`src/rtl/fsls_pkg.sv`:
```
// ----------------------------------------------------------------------------
// fsls_pkg: shared types and constants of the slot log store
// Slot geometry, operation codes, payload structs and the command and
// status groups between the controller and the datapath.
// ----------------------------------------------------------------------------
package fsls_pkg;

    localparam int SLOT_COUNT = 16;
    localparam int IDX_W      = (SLOT_COUNT > 1) ? $clog2(SLOT_COUNT) : 1;

    typedef logic [IDX_W-1:0] slot_idx_t;

    localparam slot_idx_t FIRST_SLOT = '0;
    localparam slot_idx_t LAST_SLOT  = slot_idx_t'(SLOT_COUNT - 1);

    localparam logic [7:0]  FREE_MARK   = 8'hFF;
    localparam logic [15:0] ERASED_SLOT = 16'hFFFF;

    // Operation codes; the fourth code does nothing.
    localparam logic [1:0] OP_RECOVER   = 2'd0;
    localparam logic [1:0] OP_SET_POWER = 2'd1;
    localparam logic [1:0] OP_SET_MODE  = 2'd2;

    // Configuration register indexes.
    localparam logic [1:0] CFG_POWER_LIMIT  = 2'd0;
    localparam logic [1:0] CFG_MODE_LIMIT   = 2'd1;
    localparam logic [1:0] CFG_DEF_POWER    = 2'd2;
    localparam logic [1:0] CFG_DEF_MODE     = 2'd3;

    localparam logic [7:0] POWER_LIMIT_RST = 8'd1;
    localparam logic [7:0] MODE_LIMIT_RST  = 8'd2;

    typedef struct packed {
        logic [1:0] operation;
        logic [7:0] new_value;
    } in_item_t;

    typedef struct packed {
        logic [7:0] power_state;
        logic [7:0] restore_mode;
        logic       appended;
        logic       sector_erased;
        logic [3:0] slot_index;
    } out_item_t;

    typedef enum logic [1:0] {
        ST_IDLE,
        ST_RECOVER,
        ST_APPEND,
        ST_DONE
    } state_t;

    typedef struct packed {
        logic      accept;       // item taken, clear result flags
        logic      set_work;     // load new value into the working copy
        logic      rd_en;        // read slot at rd_addr
        slot_idx_t rd_addr;
        logic      wr_en;        // program slot at wr_addr
        slot_idx_t wr_addr;
        logic      erase;        // erase sector before programming
        logic      load_hit;     // load working copy from read slot
        logic      load_default; // load working copy from defaults
    } dp_cmd_t;

    typedef struct packed {
        logic op_recover;  // offered item is a recover
        logic changed;     // offered set item changes its value
        logic rec_ok;      // read slot is used and within limits
        logic slot_free;   // read slot is free
    } dp_status_t;

endpackage

```
`src/rtl/fsls_datapath.sv`:
```
// ----------------------------------------------------------------------------
// fsls_datapath: slot memory, working copy and configuration registers
// Holds the log sector with per-slot valid bits, the registered slot read,
// the compare logic for scanning and the result flags.
// ----------------------------------------------------------------------------
module fsls_datapath (
    input  logic                   clk,
    input  logic                   rst_n,
    input  fsls_pkg::in_item_t     in_item,
    input  logic                   cfg_we,
    input  logic [1:0]             cfg_index,
    input  logic [7:0]             cfg_data,
    input  fsls_pkg::dp_cmd_t      cmd,
    output fsls_pkg::dp_status_t   status,
    output fsls_pkg::out_item_t    result
);
    import fsls_pkg::*;

    logic [15:0]           slot_mem_reg [SLOT_COUNT];
    logic [SLOT_COUNT-1:0] valid_reg;
    logic [SLOT_COUNT-1:0] valid_next;
    logic [15:0]           rd_data_reg;
    logic [15:0]           wr_data;
    logic [15:0]           pair;

    logic [7:0] power_limit_reg;
    logic [7:0] mode_limit_reg;
    logic [7:0] def_power_reg;
    logic [7:0] def_mode_reg;
    logic [7:0] work_power_reg;
    logic [7:0] work_mode_reg;
    logic       appended_reg;
    logic       erased_reg;
    logic [3:0] slot_reg;

    assign pair = {work_mode_reg, work_power_reg};

    // A fresh sector reads all ones, so programming right after an erase
    // writes the pair as it is.
    assign wr_data = cmd.erase ? pair : (rd_data_reg & pair);

    always_comb
    begin
        valid_next = cmd.erase ? '0 : valid_reg;
        if (cmd.wr_en)
        begin
            valid_next[cmd.wr_addr] = 1'b1;
        end
    end

    always_ff @(posedge clk)
    begin
        if (cmd.wr_en)
        begin
            slot_mem_reg[cmd.wr_addr] <= wr_data;
        end
        if (cmd.rd_en)
        begin
            rd_data_reg <= valid_reg[cmd.rd_addr] ? slot_mem_reg[cmd.rd_addr] : ERASED_SLOT;
        end
    end

    always_ff @(posedge clk or negedge rst_n)
    begin
        if (!rst_n)
        begin
            valid_reg       <= '0;
            power_limit_reg <= POWER_LIMIT_RST;
            mode_limit_reg  <= MODE_LIMIT_RST;
            def_power_reg   <= '0;
            def_mode_reg    <= '0;
            work_power_reg  <= '0;
            work_mode_reg   <= '0;
            appended_reg    <= 1'b0;
            erased_reg      <= 1'b0;
            slot_reg        <= '0;
        end
        else
        begin
            valid_reg <= valid_next;

            if (cfg_we)
            begin
                unique case (cfg_index)
                    CFG_POWER_LIMIT: power_limit_reg <= cfg_data;
                    CFG_MODE_LIMIT:  mode_limit_reg  <= cfg_data;
                    CFG_DEF_POWER:   def_power_reg   <= cfg_data;
                    CFG_DEF_MODE:    def_mode_reg    <= cfg_data;
                    default:         ;
                endcase
            end

            if (cmd.accept)
            begin
                appended_reg <= 1'b0;
                erased_reg   <= 1'b0;
                slot_reg     <= '0;
            end

            if (cmd.set_work)
            begin
                if (in_item.operation == OP_SET_POWER)
                begin
                    work_power_reg <= in_item.new_value;
                end
                else
                begin
                    work_mode_reg <= in_item.new_value;
                end
            end

            if (cmd.load_hit)
            begin
                work_power_reg <= rd_data_reg[7:0];
                work_mode_reg  <= rd_data_reg[15:8];
            end
            else if (cmd.load_default)
            begin
                work_power_reg <= def_power_reg;
                work_mode_reg  <= def_mode_reg;
            end

            if (cmd.wr_en)
            begin
                appended_reg <= 1'b1;
                slot_reg     <= 4'(cmd.wr_addr);
            end
            if (cmd.erase)
            begin
                erased_reg <= 1'b1;
            end
        end
    end

    always_comb
    begin
        status.op_recover = (in_item.operation == OP_RECOVER);
        status.changed    = ((in_item.operation == OP_SET_POWER) &&
                             (in_item.new_value != work_power_reg)) ||
                            ((in_item.operation == OP_SET_MODE) &&
                             (in_item.new_value != work_mode_reg));
        status.slot_free  = (rd_data_reg[7:0] == FREE_MARK);
        status.rec_ok     = (rd_data_reg[7:0] != FREE_MARK) &&
                            (rd_data_reg[7:0] <= power_limit_reg) &&
                            (rd_data_reg[15:8] <= mode_limit_reg);
    end

    always_comb
    begin
        result.power_state   = work_power_reg;
        result.restore_mode  = work_mode_reg;
        result.appended      = appended_reg;
        result.sector_erased = erased_reg;
        result.slot_index    = slot_reg;
    end

endmodule

```
`src/rtl/fsls_ctrl.sv`:
```
// ----------------------------------------------------------------------------
// fsls_ctrl: sequencer of the slot log store
// Takes items, walks the slots with a pipelined read (one slot a cycle)
// and issues the load, program and erase commands.
// ----------------------------------------------------------------------------
module fsls_ctrl (
    input  logic                  clk,
    input  logic                  rst_n,
    input  logic                  start,
    input  fsls_pkg::dp_status_t  status,
    output fsls_pkg::dp_cmd_t     cmd,
    output logic                  busy,
    output logic                  done
);
    import fsls_pkg::*;

    state_t    state_reg, state_next;
    slot_idx_t idx_reg, idx_next;   // next slot to read
    slot_idx_t chk_reg, chk_next;   // slot whose data sits in the read register
    logic      pend_reg, pend_next; // read register holds data to check

    always_ff @(posedge clk or negedge rst_n)
    begin
        if (!rst_n)
        begin
            state_reg <= ST_IDLE;
            idx_reg   <= '0;
            chk_reg   <= '0;
            pend_reg  <= 1'b0;
        end
        else
        begin
            state_reg <= state_next;
            idx_reg   <= idx_next;
            chk_reg   <= chk_next;
            pend_reg  <= pend_next;
        end
    end

    always_comb
    begin
        state_next = state_reg;
        idx_next   = idx_reg;
        chk_next   = chk_reg;
        pend_next  = pend_reg;
        cmd        = '0;
        cmd.rd_addr = idx_reg;
        cmd.wr_addr = chk_reg;
        busy       = 1'b1;
        done       = 1'b0;

        unique case (state_reg)
            ST_IDLE:
            begin
                busy      = 1'b0;
                pend_next = 1'b0;
                if (start)
                begin
                    cmd.accept = 1'b1;
                    if (status.op_recover)
                    begin
                        idx_next   = LAST_SLOT;
                        state_next = ST_RECOVER;
                    end
                    else if (status.changed)
                    begin
                        cmd.set_work = 1'b1;
                        idx_next     = FIRST_SLOT;
                        state_next   = ST_APPEND;
                    end
                    else
                    begin
                        state_next = ST_DONE;
                    end
                end
            end

            ST_RECOVER:
            begin
                if (pend_reg && status.rec_ok)
                begin
                    cmd.load_hit = 1'b1;
                    state_next   = ST_DONE;
                end
                else if (pend_reg && (chk_reg == FIRST_SLOT))
                begin
                    cmd.load_default = 1'b1;
                    state_next       = ST_DONE;
                end
                else
                begin
                    cmd.rd_en = 1'b1;
                    chk_next  = idx_reg;
                    pend_next = 1'b1;
                    if (idx_reg != FIRST_SLOT)
                    begin
                        idx_next = idx_reg - slot_idx_t'(1);
                    end
                end
            end

            ST_APPEND:
            begin
                if (pend_reg && status.slot_free)
                begin
                    cmd.wr_en  = 1'b1;
                    state_next = ST_DONE;
                end
                else if (pend_reg && (chk_reg == LAST_SLOT))
                begin
                    cmd.wr_en   = 1'b1;
                    cmd.erase   = 1'b1;
                    cmd.wr_addr = FIRST_SLOT;
                    state_next  = ST_DONE;
                end
                else
                begin
                    cmd.rd_en = 1'b1;
                    chk_next  = idx_reg;
                    pend_next = 1'b1;
                    if (idx_reg != LAST_SLOT)
                    begin
                        idx_next = idx_reg + slot_idx_t'(1);
                    end
                end
            end

            ST_DONE:
            begin
                done       = 1'b1;
                state_next = ST_IDLE;
            end

            default:
            begin
                state_next = ST_IDLE;
            end
        endcase
    end

endmodule

```
`src/rtl/flash_slot_log_store.sv`:
```
// ----------------------------------------------------------------------------
// flash_slot_log_store: wear-levelled two-byte log with a working copy
// Top level: joins the sequencer and the datapath and checks a few rules.
// ----------------------------------------------------------------------------
// An item is taken at a clock edge where start is high and busy is low, and
// exactly one result item follows, shown for a single cycle with done high;
// the receiver cannot hold it off, so it must capture the result in that
// cycle. The log is read through one registered read port, one slot per
// cycle. A recover item checks the slots from the top down until it finds a
// valid one (or all SLOT_COUNT slots when none is valid) and keeps the block
// busy until its result has been shown, so a new item is taken only after
// that. A set item that changes its value scans upward for the first free
// slot in the same way and programs it in the cycle that finds it; if the
// sector is full it erases every slot and programs slot 0 in that same
// cycle. A set item with an unchanged value, and the unused operation code,
// go straight to the result without reading the log. Configuration writes
// through cfg_we, cfg_index and cfg_data take effect at once and are meant
// for idle time. After reset the sector reads as erased and no clearing
// pass is needed.
// ----------------------------------------------------------------------------
module flash_slot_log_store (
    input  logic                 clk,
    input  logic                 rst_n,
    input  logic                 start,
    output logic                 busy,
    input  fsls_pkg::in_item_t   in_item,
    output logic                 done,
    output fsls_pkg::out_item_t  result,
    input  logic                 cfg_we,
    input  logic [1:0]           cfg_index,
    input  logic [7:0]           cfg_data
);
    import fsls_pkg::*;

    dp_cmd_t    cmd;
    dp_status_t status;

    // The sequencer decides what happens each cycle from the status of the
    // slot just read; the datapath holds all storage.
    fsls_ctrl u_ctrl (
        .clk    (clk),
        .rst_n  (rst_n),
        .start  (start),
        .status (status),
        .cmd    (cmd),
        .busy   (busy),
        .done   (done)
    );

    fsls_datapath u_datapath (
        .clk       (clk),
        .rst_n     (rst_n),
        .in_item   (in_item),
        .cfg_we    (cfg_we),
        .cfg_index (cfg_index),
        .cfg_data  (cfg_data),
        .cmd       (cmd),
        .status    (status),
        .result    (result)
    );

`ifndef SYNTHESIS
    // A result is shown only while an item is in flight.
    assert property (@(posedge clk) disable iff (!rst_n)
        done |-> busy)
        else $error("result strobe outside of a busy period");

    // After a result the block is ready for the next item.
    assert property (@(posedge clk) disable iff (!rst_n)
        done |=> !busy && !done)
        else $error("block not idle after a result");

    // An erase always goes with programming slot 0 in the same cycle.
    assert property (@(posedge clk) disable iff (!rst_n)
        (done && result.sector_erased) |-> (result.appended && (result.slot_index == 4'd0)))
        else $error("sector erased without programming slot 0");

    // A recover never programs a slot.
    assert property (@(posedge clk) disable iff (!rst_n)
        (start && !busy && (in_item.operation == OP_RECOVER)) |=> !cmd.wr_en)
        else $error("recover started a slot write");
`endif

endmodule

```
`config.mk`:
```
export PLATFORM = sky130hd
export DESIGN_NAME = flash_slot_log_store
export DESIGN_NICKNAME = d
export VERILOG_FILES = /design/src/rtl/fsls_pkg.sv /design/src/rtl/fsls_datapath.sv /design/src/rtl/fsls_ctrl.sv /design/src/rtl/flash_slot_log_store.sv
export SDC_FILE = /design/constraint.sdc
export NUM_CORES = 1
export LEC_CHECK = 0
export ABC_AREA = 0
export BUFFER_PORTS_ARGS = -buffer_cell sky130_fd_sc_hd__buf_2
export CAP_MARGIN = 0
export CORE_MARGIN = 4
export CORE_UTILIZATION = 23
export DETAILED_ROUTE_END_ITERATION = 7
export SLEW_MARGIN = 20
export SYNTH_ARGS = -nofsm -noshare
export SYNTH_HDL_FRONTEND = slang
export SYNTH_SLANG_ARGS = --single-unit
```
`constraint.sdc`:
```
create_clock -name clk -period 3.6 [get_ports clk]
set_input_delay 0.54 -clock clk [delete_from_list [all_inputs] [get_ports clk]]
set_output_delay 0.54 -clock clk [all_outputs]
set_load 0.005 [all_outputs]
```
==> flow_summary.yaml <==
floorplan:
  die_area_mm2: 0.06904
  effective_utilization_at_floorplan_pct: 23.20
  die_height_um: 262.8
  chipWidth_um: 262.8
  core_area_mm2: 0.06435
  pin_count: 48
  std_cell_rows: 93
sta:
  timing.hold.ws_ns: 0.06956
  setup_viol_count_final: 0
  timing.final.crit_share_pct: 82.74
  min_period_ns: 2.978
  slew-limit-headroom_pct: 34.04
  max_slew.worst_pin.slew_ns: 0.9894
  setup_total_negative_slack_ns: 0
  final.setup_skew_ns: 0.01807
  maxSlewViolCount: 0
  number_of_hold_violations_in_the_final_report: 0
  rsz_0062_raised_after_global_routing: "false"
  max_freq_mhz: 335.7
power:
  cellPowerDensity_mw_per_mm2: 766.4
  power.leakage_uw: 0.006020
  power.ir.vdd_worst_v: 0.0002936
routing:
  ant_nets: 0
  drt_pass1_iterations: 4
  wl_per_cell_um: 19.79
  vias_per_cell: 4.475
  vias: 8162
  dr.first_iter.drc_count: 778
  totalWireLength_um: 36100
  drcViolationCount: 0
placement:
  hpwlAfterDp_um: 22070
  finalWeightedCongestion: 0.8192
  port_buffers: 47
synthesis:
  synthesis.area_per_instance_um2: 17.38
  post_synth_fa_ha_maj_area_fraction_pct: 1.978
  synth-xor-area-share_pct: 1.115
  synth_largest_area_cell: "edfxtp_1"
  yosys.cell_types.count: 61
  synthesis.yosys.warnings: 0
  synth_edf_count: 272
  synth.top_cell.area_share_pct: 54.72
  postSynth.asyncResetShare_pct: 22.95
  synth.area.top_cells: "edfxtp_1, dfrtp_1, mux4_2, mux2_2, ha_1"
  synth-compound-area-share_pct: 5.063
  syn-instance-count: 859
  synth.yosys.seq_area_share_pct: 68.32
  dominant_synthesized_flop_cell: "edfxtp_1"
  synth_top_family_by_area: "multiplexers"
  post_synth_mux_area_share_pct: 15.51
  ys_ff_latch: 353
  syn_area_mm2: 0.01493
  synth_nets: 906
  synthSimpleGateAreaFrac_pct: 5.968
worst_setup_path:
  worstPathRequired_ns: 3.74
  worst_setup_path_start_kind: "flop"
  timing.setup.critical_path_class: "reg2reg"
  arrival_ns: 3.12
  critPathMaxFanout: 16
  worstSetupEndpointType: "flop"
clock_tree:
  cts_root_buffer: "clkbuf_16"
  post_cts_hold_buffer_count: 0
  cts_tree: "yes"
  cts_inserted_buffers: 39
  clock_tree.htree_level_count: 2
  cts-resized-gates: 0
  clkLatencyLatePin_ns: 0.53
  clock_tree.buffer_depth: 3
  clkSlewWorstSetupHoldPaths_ns: 0.06
  clock_sinks: 353
  buffers_inserted_during_post_cts_setup_optimization: 0
global_route:
  pin_count_of_the_biggest_net_entering_global_routing: 82
  grt_total_usage_pct: 10.22
  grt_overflow_total: 0
  global_route_wire_length_before_repair_um: 54610
  grt_pass1_vias: 8372
  antenna_found_initial: 0
finish:
  n_antenna_cell: 0
  multi_input_comb_area_mm2: 0.004477
  fillCellCount: 6408
  area_growth_syn_to_layout_pct: 18.09
  share_of_post_route_cells_with_drive_strength_above_1_pct: 28.90
  layout.nets: 988
  largest_register_ffs: 256
  most-common-layout-cells: "edfxtp_1, mux4_2, dfrtp_1, buf_2, clkbuf_16"
  layout.cells.most_common: "edfxtp_1"
  regArea_mm2: 0.01020
flow_run:
  drv.max_cap_violation_count: 0
worst_hold_path:
  min-delay-path-class: "in2async"
status:
  run_status: "completed"
==> power breakdown <==
group          internal (µW)  switching (µW)  leakage [µW]
Sequential              5240             604       0.00340
Clock                   2310            1580      0.000621
Combinational           1830            1940       0.00200
==> cell families (layout without fill, tap and decap cells) <==
kind of cell | Yosys count | after routing
AND/OR/NAND/NOR | 174 | 174
multiplexers | 121 | 121
flip-flops | 353 | 353
buffers and inverters | 64 | 174
XOR/XNOR | 19 | 19
AO/OA/AOI/OAI | 105 | 105
adder cells (fa/ha/maj) | 23 | 23
==> worst max-delay path, stage by stage (launching register included) <==
cell and delay [ns]:
dfstp_2 0.52, inv_1 0.04, ha_1 0.28, nor2b_1 0.13, o211ai_1 0.09, a211o_1 0.34
and3_1 0.21, a21oi_1 0.24, and2_1 0.74
==> synthesized netlist by cell type, drive strengths merged (2+ instances only) <==
| library cell | instances |
|---|---|
| xor2 | 15 |
| ha | 22 |
| edfxtp | 272 |
| dfstp | 2 |
| nand2b | 18 |
| nor3 | 27 |
| dfrtp | 79 |
| o22a | 2 |
| mux4 | 85 |
| nand4b | 2 |
| o211ai | 2 |
| a32o | 3 |
| a21boi | 2 |
| nand3b | 3 |
| mux2i | 4 |
| inv | 27 |
| and3 | 3 |
| buf | 19 |
| nand2 | 19 |
| nand4 | 6 |
| xnor2 | 4 |
| a311oi | 3 |
| o21a | 20 |
| nor2 | 48 |
| o31ai | 7 |
| and4 | 2 |
| mux2 | 32 |
| o21ai | 10 |
| nor2b | 2 |
| a21oi | 14 |
| a21o | 14 |
| a211oi | 14 |
| o22ai | 2 |
| and2 | 13 |
| nor4 | 5 |
| nand3 | 24 |
| clkbuf | 18 |
==> layout make-up <==
| cell class | instances | share of cell area, % |
|---|---|---|
| clock buffers | 47 | 5.764 |
| clock inverters | 22 | 1.405 |
| inverters | 27 | 0.5750 |
| multi-input cells | 442 | 25.40 |
| flip-flops and latches | 353 | 57.89 |
| well taps | 855 | 6.069 |
| repair buffers | 78 | 2.903 |
==> final timing paths <==
kind	start	depth (start not counted)	endpoint	slack [ns]
worst max-delay path	u_datapath.mode_limit_reg[1]$_DFFE_PN1P_	8	u_datapath.rd_data_reg[10]$_SDFFCE_PN1P_	0.62
worst min-delay path	rst_n	1	u_datapath.erased_reg$_DFFE_PN0P_	0.07
worst max register to register	u_datapath.mode_limit_reg[1]$_DFFE_PN1P_	8	u_datapath.rd_data_reg[10]$_SDFFCE_PN1P_	0.62
worst min register to register	u_datapath.erased_reg$_DFFE_PN0P_	2	u_datapath.erased_reg$_DFFE_PN0P_	0.47
max in group asynchronous	rst_n	1	u_ctrl.idx_reg[0]$_DFFE_PN0P_	2.97
min in group clk	cfg_data[5]	3	u_datapath.power_limit_reg[5]$_DFFE_PN0P_	0.33
==> stage by stage <==
| step | cells | area, µm² | setup WS, ns | total power (µW) | util (%) |
|---|---|---|---|---|---|
| after floorplan | 859 | 14930 | 0.8173 | 8479 | - |
| after global placement | 1755 | 16360 | 0.6208 | 9656 | 25.42 |
| after detailed placement | 1755 | 16360 | 0.6228 | 9745 | 25.42 |
| after CTS | 1824 | 17620 | 0.6037 | 13650 | 27.39 |
| after global routing | 1824 | 17630 | 0.4386 | 14210 | 27.39 |
| final | 1824 | 17630 | 0.6215 | 13510 | 27.39 |
==> layer usage <==
metal / vias up / wire length [µm] / share of wire, % / GRT usage (%)
li1: 3572 / - / - / -
met4: 0 / 1201 / 3.3 / 3.391
met1: 4260 / 16080 / 45 / 14.07
met2: 258 / 16810 / 47 / 16.32
met5: - / 0 / 0 / 0
met3: 72 / 2015 / 5.6 / 1.938
Power figures use the tool's default switching activity.
